## config.mk

```make
export PLATFORM = sky130hd
export DESIGN_NAME = slot_sync_beacon_led_fader_flat
export DESIGN_NICKNAME = d
export VERILOG_FILES = /design/src/sv/sbf_pkg.sv /design/src/sv/sbf_req_if.sv /design/src/sv/sbf_rsp_if.sv /design/src/sv/sbf_cfg.sv /design/src/sv/sbf_core.sv /design/src/sv/slot_sync_beacon_led_fader.sv /design/src/flat_wrapper.sv
export SDC_FILE = /design/constraint.sdc
export NUM_CORES = 1
export LEC_CHECK = 0
export BUFFER_PORTS_ARGS = -buffer_cell sky130_fd_sc_hd__clkbuf_2
export CORE_ASPECT_RATIO = 1.5
export CORE_MARGIN = 4
export CORE_UTILIZATION = 35
export CTS_BUF_LIST = sky130_fd_sc_hd__clkbuf_8
export DETAILED_ROUTE_END_ITERATION = 8
export PLACE_DENSITY = 0.63
export SYNTH_ARGS = -nofsm -noshare
export SYNTH_HDL_FRONTEND = slang
export SYNTH_SLANG_ARGS = --single-unit
```

## constraint.sdc

```tcl
create_clock -name clk -period 4.42 [get_ports clk]
set_input_delay 0.442 -clock clk [delete_from_list [all_inputs] [get_ports clk]]
set_output_delay 0.442 -clock clk [all_outputs]
set_load 0.1 [all_outputs]
```

## src/sv/sbf_pkg.sv

```systemverilog
// shared types and constants for the beacon slot sync and led fader
// no dependencies, compiled first
package sbf_pkg;

    localparam int unsigned CFG_IDX_W  = 3;
    localparam int unsigned CFG_DATA_W = 16;

    typedef enum logic [1:0] {
        MODE_TICK     = 2'd0,
        MODE_PACKET   = 2'd1,
        MODE_SUBCYCLE = 2'd2,
        MODE_TX_SLOT  = 2'd3
    } mode_t;

    typedef enum logic [2:0] {
        RADIO_NONE    = 3'd0,
        RADIO_RX      = 3'd1,
        RADIO_IDLE    = 3'd2,
        RADIO_TX_IDLE = 3'd3,
        RADIO_TX_RX   = 3'd4
    } radio_cmd_t;

    typedef enum logic [CFG_IDX_W-1:0] {
        REG_OWN_ADDR     = 3'd0,
        REG_COMMAND_CODE = 3'd1,
        REG_SUBCYCLES    = 3'd2,
        REG_BAND_LOW_TOP = 3'd3,
        REG_BAND_MID_TOP = 3'd4,
        REG_DELAY_LONG   = 3'd5,
        REG_DELAY_MID    = 3'd6,
        REG_DELAY_FAST   = 3'd7
    } cfg_idx_t;

    typedef struct packed {
        logic [7:0]  own_addr;
        logic [7:0]  command_code;
        logic [7:0]  subcycles;
        logic [7:0]  band_low_top;
        logic [7:0]  band_mid_top;
        logic [15:0] delay_long;
        logic [15:0] delay_mid;
        logic [15:0] delay_fast;
    } cfg_t;

    typedef struct packed {
        mode_t       mode;
        logic [7:0]  pkt_command;
        logic [7:0]  pkt_sender;
        logic [7:0]  pkt_cycle;
        logic [15:0] pkt_time;
        logic [15:0] timer_now;
    } req_t;

    typedef struct packed {
        logic [7:0]  led_level;
        logic        led_enable;
        logic [7:0]  cycle_index;
        logic        load_timer;
        logic [15:0] timer_value;
        radio_cmd_t  radio_cmd;
        logic [7:0]  tx_addr;
        logic [7:0]  tx_cycle;
        logic [15:0] tx_time;
    } rsp_t;

endpackage

```

## src/sv/sbf_req_if.sv

```systemverilog
// request channel: valid, ready and the event fields
// no dependencies
interface sbf_req_if;
    logic        valid;
    logic        ready;
    logic [1:0]  mode;
    logic [7:0]  pkt_command;
    logic [7:0]  pkt_sender;
    logic [7:0]  pkt_cycle;
    logic [15:0] pkt_time;
    logic [15:0] timer_now;

    modport source (
        output valid, mode, pkt_command, pkt_sender, pkt_cycle, pkt_time, timer_now,
        input  ready
    );
    modport sink (
        input  valid, mode, pkt_command, pkt_sender, pkt_cycle, pkt_time, timer_now,
        output ready
    );
endinterface

```

## src/sv/sbf_rsp_if.sv

```systemverilog
// result channel: valid, ready and the result fields
// no dependencies
interface sbf_rsp_if;
    logic        valid;
    logic        ready;
    logic [7:0]  led_level;
    logic        led_enable;
    logic [7:0]  cycle_index;
    logic        load_timer;
    logic [15:0] timer_value;
    logic [2:0]  radio_cmd;
    logic [7:0]  tx_addr;
    logic [7:0]  tx_cycle;
    logic [15:0] tx_time;

    modport source (
        output valid, led_level, led_enable, cycle_index, load_timer, timer_value,
               radio_cmd, tx_addr, tx_cycle, tx_time,
        input  ready
    );
    modport sink (
        input  valid, led_level, led_enable, cycle_index, load_timer, timer_value,
               radio_cmd, tx_addr, tx_cycle, tx_time,
        output ready
    );
endinterface

```

## src/sv/sbf_cfg.sv

```systemverilog
// configuration register file, write only
// depends on sbf_pkg
module sbf_cfg
    import sbf_pkg::*;
(
    input  logic                  clk,
    input  logic                  rst_n,
    input  logic                  cfg_we,
    input  logic [CFG_IDX_W-1:0]  cfg_index,
    input  logic [CFG_DATA_W-1:0] cfg_data,
    output cfg_t                  cfg
);

    cfg_t cfg_reg;

    always_ff @(posedge clk or negedge rst_n)
    begin
        if (!rst_n)
        begin
            cfg_reg.own_addr     <= 8'd0;
            cfg_reg.command_code <= 8'd0;
            cfg_reg.subcycles    <= 8'd8;
            cfg_reg.band_low_top <= 8'd32;
            cfg_reg.band_mid_top <= 8'd128;
            cfg_reg.delay_long   <= 16'd20;
            cfg_reg.delay_mid    <= 16'd10;
            cfg_reg.delay_fast   <= 16'd2;
        end
        else if (cfg_we)
        begin
            unique case (cfg_idx_t'(cfg_index))
                REG_OWN_ADDR:     cfg_reg.own_addr     <= cfg_data[7:0];
                REG_COMMAND_CODE: cfg_reg.command_code <= cfg_data[7:0];
                REG_SUBCYCLES:    cfg_reg.subcycles    <= cfg_data[7:0];
                REG_BAND_LOW_TOP: cfg_reg.band_low_top <= cfg_data[7:0];
                REG_BAND_MID_TOP: cfg_reg.band_mid_top <= cfg_data[7:0];
                REG_DELAY_LONG:   cfg_reg.delay_long   <= cfg_data;
                REG_DELAY_MID:    cfg_reg.delay_mid    <= cfg_data;
                REG_DELAY_FAST:   cfg_reg.delay_fast   <= cfg_data;
            endcase
        end
    end

    assign cfg = cfg_reg;

endmodule

```

## src/sv/sbf_core.sv

```systemverilog
// event processing: fader, slot sync and transmit fields with their state registers
// depends on sbf_pkg
module sbf_core
    import sbf_pkg::*;
#(
    parameter logic [7:0] LEVEL_MAX = 8'd255
)
(
    input  logic clk,
    input  logic rst_n,
    input  logic advance,
    input  req_t req,
    input  cfg_t cfg,
    output rsp_t rsp
);

    logic [7:0]  level_reg,   level_next;
    logic [7:0]  target_reg,  target_next;
    logic        pwm_reg,     pwm_next;
    logic [15:0] elapsed_reg, elapsed_next;
    logic [7:0]  sub_reg,     sub_next;

    logic [15:0] elapsed_inc;
    logic [15:0] band_delay;
    logic        step;
    logic [7:0]  sub_inc;

    always_ff @(posedge clk or negedge rst_n)
    begin
        if (!rst_n)
        begin
            level_reg   <= 8'd0;
            target_reg  <= 8'd0;
            pwm_reg     <= 1'b0;
            elapsed_reg <= 16'd0;
            sub_reg     <= 8'd0;
        end
        else if (advance)
        begin
            level_reg   <= level_next;
            target_reg  <= target_next;
            pwm_reg     <= pwm_next;
            elapsed_reg <= elapsed_next;
            sub_reg     <= sub_next;
        end
    end

    // saturating tick count and band delay select
    assign elapsed_inc = (elapsed_reg == 16'hFFFF) ? elapsed_reg : elapsed_reg + 16'd1;
    assign step        = (elapsed_inc >= band_delay);
    assign sub_inc     = sub_reg + 8'd1;

    always_comb
    begin
        priority if (level_reg <= cfg.band_low_top)
            band_delay = cfg.delay_long;
        else if (level_reg <= cfg.band_mid_top)
            band_delay = cfg.delay_mid;
        else
            band_delay = cfg.delay_fast;
    end

    always_comb
    begin
        level_next   = level_reg;
        target_next  = target_reg;
        pwm_next     = pwm_reg;
        elapsed_next = elapsed_reg;
        sub_next     = sub_reg;
        rsp          = '0;
        rsp.radio_cmd = RADIO_NONE;

        unique case (req.mode)
            MODE_TICK:
            begin
                elapsed_next = elapsed_inc;
                if (level_reg != target_reg)
                begin
                    if (target_reg < level_reg)
                    begin
                        if (step)
                        begin
                            level_next   = level_reg - 8'd1;
                            elapsed_next = 16'd0;
                        end
                        if (level_next == 8'd0)
                            pwm_next = 1'b0;
                    end
                    else
                    begin
                        if (level_reg == 8'd0)
                            pwm_next = 1'b1;
                        if (step)
                        begin
                            level_next   = level_reg + 8'd1;
                            elapsed_next = 16'd0;
                        end
                    end
                end
            end
            MODE_PACKET:
            begin
                if (req.pkt_command == cfg.command_code)
                begin
                    target_next = LEVEL_MAX;
                    if (req.pkt_sender < cfg.own_addr)
                    begin
                        sub_next        = req.pkt_cycle;
                        rsp.load_timer  = 1'b1;
                        rsp.timer_value = req.pkt_time;
                    end
                end
            end
            MODE_SUBCYCLE:
            begin
                if (sub_inc >= cfg.subcycles)
                begin
                    sub_next      = 8'd0;
                    target_next   = 8'd0;
                    rsp.radio_cmd = RADIO_RX;
                end
                else
                begin
                    sub_next      = sub_inc;
                    rsp.radio_cmd = RADIO_IDLE;
                end
            end
            MODE_TX_SLOT:
            begin
                rsp.tx_addr   = cfg.own_addr;
                rsp.tx_cycle  = sub_reg;
                rsp.tx_time   = req.timer_now;
                rsp.radio_cmd = (sub_reg == 8'd0) ? RADIO_TX_RX : RADIO_TX_IDLE;
            end
        endcase

        rsp.led_level   = level_next;
        rsp.led_enable  = pwm_next;
        rsp.cycle_index = sub_next;
    end

endmodule

```

## src/sv/slot_sync_beacon_led_fader.sv

```systemverilog
// Beacon slot sync controller with LED fader. Each request (tick, received packet,
// subcycle end or transmit slot) gives exactly one result. A request is held in an
// input register, processed by combinational logic against fader and subcycle state,
// and the result is held in an output register, so one request is taken every cycle
// while the result side keeps up. Configuration is written through cfg_we, cfg_index
// and cfg_data; the user must do so only while no request is in flight, as the block
// does not enforce it. Depends on sbf_pkg, sbf_req_if, sbf_rsp_if, sbf_cfg, sbf_core.
module slot_sync_beacon_led_fader
    import sbf_pkg::*;
#(
    parameter logic [7:0] LEVEL_MAX = 8'd255
)
(
    input  logic                  clk,
    input  logic                  rst_n,
    input  logic                  cfg_we,
    input  logic [CFG_IDX_W-1:0]  cfg_index,
    input  logic [CFG_DATA_W-1:0] cfg_data,
    sbf_req_if.sink               req,
    sbf_rsp_if.source             rsp
);

    cfg_t cfg;
    req_t req_reg;
    logic req_valid_reg;
    rsp_t rsp_reg;
    rsp_t rsp_next;
    logic rsp_valid_reg;
    logic advance;

    sbf_cfg u_cfg (
        .clk       (clk),
        .rst_n     (rst_n),
        .cfg_we    (cfg_we),
        .cfg_index (cfg_index),
        .cfg_data  (cfg_data),
        .cfg       (cfg)
    );

    sbf_core #(
        .LEVEL_MAX (LEVEL_MAX)
    ) u_core (
        .clk     (clk),
        .rst_n   (rst_n),
        .advance (advance),
        .req     (req_reg),
        .cfg     (cfg),
        .rsp     (rsp_next)
    );

    // move the held request into the result register when that is free
    assign advance   = req_valid_reg && (!rsp_valid_reg || rsp.ready);
    assign req.ready = !req_valid_reg || advance;

    always_ff @(posedge clk or negedge rst_n)
    begin
        if (!rst_n)
        begin
            req_valid_reg <= 1'b0;
            rsp_valid_reg <= 1'b0;
        end
        else
        begin
            if (req.ready)
                req_valid_reg <= req.valid;
            if (advance)
                rsp_valid_reg <= 1'b1;
            else if (rsp.ready)
                rsp_valid_reg <= 1'b0;
        end
    end

    always_ff @(posedge clk)
    begin
        if (req.ready && req.valid)
        begin
            req_reg.mode        <= mode_t'(req.mode);
            req_reg.pkt_command <= req.pkt_command;
            req_reg.pkt_sender  <= req.pkt_sender;
            req_reg.pkt_cycle   <= req.pkt_cycle;
            req_reg.pkt_time    <= req.pkt_time;
            req_reg.timer_now   <= req.timer_now;
        end
        if (advance)
            rsp_reg <= rsp_next;
    end

    assign rsp.valid       = rsp_valid_reg;
    assign rsp.led_level   = rsp_reg.led_level;
    assign rsp.led_enable  = rsp_reg.led_enable;
    assign rsp.cycle_index = rsp_reg.cycle_index;
    assign rsp.load_timer  = rsp_reg.load_timer;
    assign rsp.timer_value = rsp_reg.timer_value;
    assign rsp.radio_cmd   = rsp_reg.radio_cmd;
    assign rsp.tx_addr     = rsp_reg.tx_addr;
    assign rsp.tx_cycle    = rsp_reg.tx_cycle;
    assign rsp.tx_time     = rsp_reg.tx_time;

endmodule
```

## src/flat_wrapper.sv

```systemverilog
// flat-port wrapper written by rule: the top's interface ports become plain ports
module slot_sync_beacon_led_fader_flat import sbf_pkg::*;
#(
    parameter logic [7:0] LEVEL_MAX = 8'd255
)
  (clk, rst_n, cfg_we, cfg_index, cfg_data, req_valid, req_mode, req_pkt_command, req_pkt_sender, req_pkt_cycle, req_pkt_time, req_timer_now, req_ready, rsp_valid, rsp_led_level, rsp_led_enable, rsp_cycle_index, rsp_load_timer, rsp_timer_value, rsp_radio_cmd, rsp_tx_addr, rsp_tx_cycle, rsp_tx_time, rsp_ready);
  sbf_req_if req_i ();
  sbf_rsp_if rsp_i ();
  input  logic clk;
  input  logic rst_n;
  input  logic cfg_we;
  input  logic [CFG_IDX_W-1:0] cfg_index;
  input  logic [CFG_DATA_W-1:0] cfg_data;
  input wire logic [$bits(req_i.valid)-1:0] req_valid;
  input wire logic [$bits(req_i.mode)-1:0] req_mode;
  input wire logic [$bits(req_i.pkt_command)-1:0] req_pkt_command;
  input wire logic [$bits(req_i.pkt_sender)-1:0] req_pkt_sender;
  input wire logic [$bits(req_i.pkt_cycle)-1:0] req_pkt_cycle;
  input wire logic [$bits(req_i.pkt_time)-1:0] req_pkt_time;
  input wire logic [$bits(req_i.timer_now)-1:0] req_timer_now;
  output wire logic [$bits(req_i.ready)-1:0] req_ready;
  output wire logic [$bits(rsp_i.valid)-1:0] rsp_valid;
  output wire logic [$bits(rsp_i.led_level)-1:0] rsp_led_level;
  output wire logic [$bits(rsp_i.led_enable)-1:0] rsp_led_enable;
  output wire logic [$bits(rsp_i.cycle_index)-1:0] rsp_cycle_index;
  output wire logic [$bits(rsp_i.load_timer)-1:0] rsp_load_timer;
  output wire logic [$bits(rsp_i.timer_value)-1:0] rsp_timer_value;
  output wire logic [$bits(rsp_i.radio_cmd)-1:0] rsp_radio_cmd;
  output wire logic [$bits(rsp_i.tx_addr)-1:0] rsp_tx_addr;
  output wire logic [$bits(rsp_i.tx_cycle)-1:0] rsp_tx_cycle;
  output wire logic [$bits(rsp_i.tx_time)-1:0] rsp_tx_time;
  input wire logic [$bits(rsp_i.ready)-1:0] rsp_ready;
  assign req_i.valid = req_valid;
  assign req_i.mode = req_mode;
  assign req_i.pkt_command = req_pkt_command;
  assign req_i.pkt_sender = req_pkt_sender;
  assign req_i.pkt_cycle = req_pkt_cycle;
  assign req_i.pkt_time = req_pkt_time;
  assign req_i.timer_now = req_timer_now;
  assign req_ready = req_i.ready;
  assign rsp_valid = rsp_i.valid;
  assign rsp_led_level = rsp_i.led_level;
  assign rsp_led_enable = rsp_i.led_enable;
  assign rsp_cycle_index = rsp_i.cycle_index;
  assign rsp_load_timer = rsp_i.load_timer;
  assign rsp_timer_value = rsp_i.timer_value;
  assign rsp_radio_cmd = rsp_i.radio_cmd;
  assign rsp_tx_addr = rsp_i.tx_addr;
  assign rsp_tx_cycle = rsp_i.tx_cycle;
  assign rsp_tx_time = rsp_i.tx_time;
  assign rsp_i.ready = rsp_ready;
  slot_sync_beacon_led_fader #(.LEVEL_MAX(LEVEL_MAX)) u_core (.clk(clk), .rst_n(rst_n), .cfg_we(cfg_we), .cfg_index(cfg_index), .cfg_data(cfg_data), .req(req_i), .rsp(rsp_i));
endmodule
```

* Yosys cells after proc, flatten, opt, wreduce, memory -nomap -nowiden
Cells that the tools add are included.
Word-level totals: register bits after elaboration 258, output and inout bits 71, bits of input ports 82, logic and storage cells 111
Operators by class: equal/unequal tests 15, $lt $le $gt $ge 6, muxes and demuxes 31, reductions and logical operators 25, add/subtract/negate cells 4
Operators with widths (count):
- 2-to-1 mux 8 bit | 13
- 2-to-1 mux 16 bit | 5
- case mux 8 bit (2 select lines) | 2
- zero test 8 bit | 3
- AND reduction 2 bit | 10
- 2-to-1 mux 17 bit | 1
- adder 16 x 1 -> 16 bit, second input constant | 1
- adder 8 x 1 -> 8 bit, second input constant | 2
- == test 16 bit, second input constant | 1
- greater-or-equal comparator 16 bit | 1
- less-or-equal comparator 8 bit | 2
- less-than comparator 8 bit | 2
- == test 3 bit, second input constant | 4
- == test 8 bit | 1
- greater-or-equal comparator 8 bit | 1
- != test 8 bit | 1
- subtractor 8 x 1 -> 8 bit, second input constant | 1
- 2-to-1 mux 1 bit | 7
- == test 3 x 2 -> 1 bit, second input constant | 2
- case mux 3 bit (2 select lines) | 1
- == test 2 bit, second input constant | 2
- != test 2 bit, second input constant | 2
- AND reduction 4 bit | 1
- nonzero test 2 bit | 2
- other kinds (10) | 13

* Logic depth before layout (Yosys ltp)
depth after elaboration 13, gate-level depth with buffers 21, gate-level depth less buffers 17

* Cells and area by module
Synthesis repeated with hierarchy kept, for this count alone.
Second synthesis, totals: cell total of the unflattened synthesis 932, area total of the unflattened synthesis 12124.1 um2
By module, submodules not included:
- sbf_core | instances 1, sequential area each 850.8 um2, area each 4813.4 um2, cells an instance 603
- slot_sync_beacon_led_fader | instances 1, sequential area each 3863.7 um2, area each 3917.5 um2, cells an instance 135
- sbf_cfg | instances 1, sequential area each 2212.1 um2, area each 3393.3 um2, cells an instance 194

* Worst setup path before layout
No wires, ideal clock.
path kind flip-flop to flip-flop, start register u_core.rsp_valid_reg, in the netlist u_core.rsp.valid, end register u_core.u_core.elapsed_reg[13], required time 4.294 ns, stages on the path, launching flop included 7, clock period less this slack 4.571 ns, arrival 4.445 ns, slack -0.151 ns, path through dfrtp_1 -> nand2b_1 -> and2_1 -> clkbuf_1 -> nand2_1 -> clkbuf_1 -> a221o_1
Between the ends: word-level cells in the longest chain between the ends 4
RTL lines:
- start, declared | line slot_sync_beacon_led_fader.sv:28 | logic rsp_valid_reg;
- start signal, assigned | line slot_sync_beacon_led_fader.sv:60 | rsp_valid_reg <= 1'b0;
- start signal, assigned | line slot_sync_beacon_led_fader.sv:67 | rsp_valid_reg <= 1'b1;
- start signal, assigned | line slot_sync_beacon_led_fader.sv:69 | rsp_valid_reg <= 1'b0;
- zero test 1 bit | line slot_sync_beacon_led_fader.sv:52 | assign advance = req_valid_reg && (!rsp_valid_reg || rsp.ready);
- logical OR 1 bit | line slot_sync_beacon_led_fader.sv:52
- logical AND 1 bit | line slot_sync_beacon_led_fader.sv:52
- via u_core.advance | line slot_sync_beacon_led_fader.sv:29 | logic advance;
- AND reduction 2 bit (no source line)
- end signal, assigned | line sbf_core.sv:43 | elapsed_reg <= elapsed_next;
- end, declared | line sbf_core.sv:20 | logic [15:0] elapsed_reg, elapsed_next;
The timed path passes the listed nets, and every way through them passes these cells. A chain may end at the register's enable or synchronous reset.

* Worst setup path in the final report
start register u_core.u_core.level_reg[1], end register u_core.u_core.elapsed_reg[1]
Between the ends: word-level cells in the longest chain between the ends 6, elaborated cells on any way between the ends 8, those cells by class 3 x order compare; 1 x eq/ne; 4 x mux
RTL lines:
- start, declared | line sbf_core.sv:17 | logic [7:0] level_reg, level_next;
- start signal, assigned | line sbf_core.sv:40 | level_reg <= level_next;
- less-or-equal comparator 8 bit | line sbf_core.sv:57 | else if (level_reg <= cfg.band_mid_top)
- 2-to-1 mux 16 bit | line sbf_core.sv:57
- 2-to-1 mux 16 bit | line sbf_core.sv:55 | priority if (level_reg <= cfg.band_low_top)
- greater-or-equal comparator 16 bit | line sbf_core.sv:50 | assign step = (elapsed_inc >= band_delay);
- 2-to-1 mux 16 bit | line sbf_core.sv:81, sbf_core.sv:93
- 2-to-1 mux 16 bit * | line sbf_core.sv:77 | if (level_reg != target_reg)
Mark *: on every way between the ends. The rest lies on a longest branch, timed or not.

==> impl_metrics.toml <==
[detailed_routing]
first_pass_iters = 8
vias = 7958
wl_per_cell_microns = 18.4
drtIter0Drc = 507
vias_per_cell = 5.01
ant_nets = 0
drc = 0
routed_wirelength_mm = 29.2

[floorplan]
core-area_sq_um = 33500
die-area_sq_um = 37100
ios = 153
die_h_microns = 234
initial_core_util_pct = 35.5
die-width_microns = 159
rows = 82

[placement]
dpl_worst_slack_ns = 0.235
dp_hpwl_mm = 21.0
gp_congestion = 0.836
port_buffers = 152

[pwr]
powerDensity_nw_per_um2 = 536
seqPwrFrac_pct = 39.9
internal_power_w = 0.00498
pwr-share-comb_pct = 30.8
p_switching_w = 0.00259
switching_share_pct = 34.2
p_leak_nw = 6.18
vdd_drop_max_mv = 0.299
pwr-share-clk_pct = 29.3

[min_path]
hold_class = "input pin to async pin"

[cells_and_area]
multiInputGateArea_sq_um = 4650
nets = 1284
regArea_sq_um = 6930
largest_reg_flops = 88
finalCoreUtilization_pct = 42.1
fill_cells = 3146
drive_gt1_share_pct = 28.7
n_antenna_cell = 0
syn_to_final_growth_pct = 18.7

[timing]
worst_pin_slew_ns = 1.04
setup_viol = 0
hold_viol_final = 0
layout_setup_ws_ns = 0.353
skew_ns = 0.0186
period_needed_ns = 4.07
grt_setup_unrepaired = "false"
slew_headroom_pct = 30.2
fmax_mhz = 246
min_period_over_period_pct = 92.0
timing.setup.tns_ns = 0
slew_viol_final = 0

[clock_tree]
cts_hold_buffers = 0
cts_buffers = 44
cts.sinks = 251
post-cts-setup-buffer-count = 0
htree_levels = 2
clk_pin_slew_ns = 0.06
cts_tree = "built"
cts_max_path_buffers = 3
clock_latency_ns = 0.55
cts_root_buf = "clkbuf_8"

[yosys]
syn_nets = 1097
synth_seq_cells = 251
synth_top_area_share_pct = 32.0
avgSynthCellArea_sq_um = 12.5
synthTopCellsByArea = "edfxtp_1 (32%), dfrtp_1 (24%), mux2_2 (8.4%)"
yosysSeqAreaShare_pct = 58.2
yosys.cell_types.count = 60
yosysMostFrequentCell = "edfxtp_1"
synth_ff_type = "edfxtp_1"
synth_top_area_cell = "edfxtp_1"
synth_edf_count = 127
synthCells = 950
synthTopCellsByCount = "edfxtp_1 (127), dfrtp_1 (116), mux2_2 (89)"
async_flop_share_pct = 49.4
ys_warn_count = 0
synthesis.area_sq_um = 11900

[flow_run]
maxCapViolations = 0

[critical_path]
reg2reg_setup_slack_ns = 0.35
r2r-start = "u_core.u_core.level_reg[1]"
crit_chain = "ha_1 > nor2b_1 > o21a_1 > o21a_1 > o21ai_1 > a311o_1 > mux2_2 > mux2_2 > ha_1 > nand2b_1 > a2111o_1 > a41o_1 > a21o_1 > and2_4 > nor2_8 > a32o_1"
regToRegEndpoint = "u_core.u_core.elapsed_reg[1]"
critical_path_class = "flop to flop"
end_kind = "flop"
slowest_delay_ns = 0.41
cp.arrival_ns = 4.56
reg2reg_depth = 16
worstPathMaxFanout = 12
crit_slowest_cell = "a2111o_1"
crit_path_start_kind = "flop"
worstPathRequired_ns = 4.91

[global_routing]
grt_max_degree = 70
grtUsageTotal_pct = 15.9
grt_overflow = 0
antenna_found_initial = 0
grt_pass1_vias = 8412
grt_pass1_wl_mm = 45.6

[status]
status = "complete, no violations"
## cell families after synthesis
| logic type | after synthesis | synth area share [%] |
|---|---|---|
| compound gates | 146 | 8.30 |
| simple gates | 258 | 11.0 |
| mux | 108 | 10.0 |
| buf+inv | 83 | 2.85 |
| fa+ha+maj | 65 | 6.83 |
| xor+xnor | 39 | 2.87 |
| flops | 251 | 58.2 |
## cells in the final DEF (no fill, tap or decap), types with 24 or more instances in the layout
master	instances
nand2_1	57
inv_1	66
xnor2_1	29
edfxtp_1	127
mux2_2	89
o21ai_0	46
clkbuf_2	151
nor2_1	62
nand3_1	24
and2_1	33
dfrtp_1	116
clkbuf_8	54
ha_1	65
## worst max path at each step
stage / end / from
6_report: u_core.u_core.elapsed_reg[1] / u_core.u_core.level_reg[1]
3_3_place_gp: u_core.rsp.led_level[6] / u_core.u_cfg.cfg[49]
3_5_place_dp: u_core.rsp.led_level[2] / u_core.u_core.level_reg[1]
2_1_floorplan: u_core.rsp.led_level[6] / u_core.u_core.level_reg[1]
4_1_cts: u_core.rsp.led_level[6] / u_core.u_core.level_reg[1]
5_1_grt: u_core.u_core.elapsed_reg[13] / u_core.u_core.level_reg[1]
## layer usage
layer / vias to the layer above / share of wire, % / GRT usage [%]
met5: - / 0 / 0
met2: 236 / 55 / 30.0
li1: 3821 / - / -
met4: 0 / 2.7 / 4.88
met1: 3858 / 37 / 17.2
met3: 43 / 5.7 / 3.86
## final cells by class
type                            instances  area share, %
Inverter                               56           1.49
Multi-Input combinational cell        616           32.9
Clock inverter                         25           1.27
Sequential cell                       251           49.0
Clock buffer                           54           5.26
Timing Repair Buffer                  168           6.34
Tap cell                              420           3.72
## through the flow
step	cells	power [W]	hold WS [ns]	cell area (sq um)
floorplan	950	0.00479	0.146	11900
global placement	1511	0.00536	0.468	13200
detailed placement	1511	0.00541	0.487	13200
CTS	1590	0.00769	0.0137	14100
global route	1590	0.00805	0.0182	14100
finish	1590	0.00757	0.0489	14100
## timing repair
action,4_1_cts,5_1_grt
setup endpoints to repair,0,6
endpoints found under the hold margin,0,0
resized for setup,0,1
## critical path, delay by kind of cell, from the launching register on
family | cells | cell delay, ns
simple gates | 4 | 0.69
mux | 2 | 0.61
compound gates | 8 | 1.77
fa+ha+maj | 2 | 0.54
flops | 1 | 0.38
## power by group through the flow
stage / Sequential [W] / Clock (W) / Combinational, W
after floorplan: 0.00342 / 0 / 0.00137
after detailed placement: 0.00307 / 0 / 0.00234
final: 0.00302 / 0.00222 / 0.00233
after global placement: 0.00306 / 0 / 0.00230
after global routing: 0.00306 / 0.00241 / 0.00258
after CTS: 0.00303 / 0.00231 / 0.00235
Power figures use the tool's default switching activity.
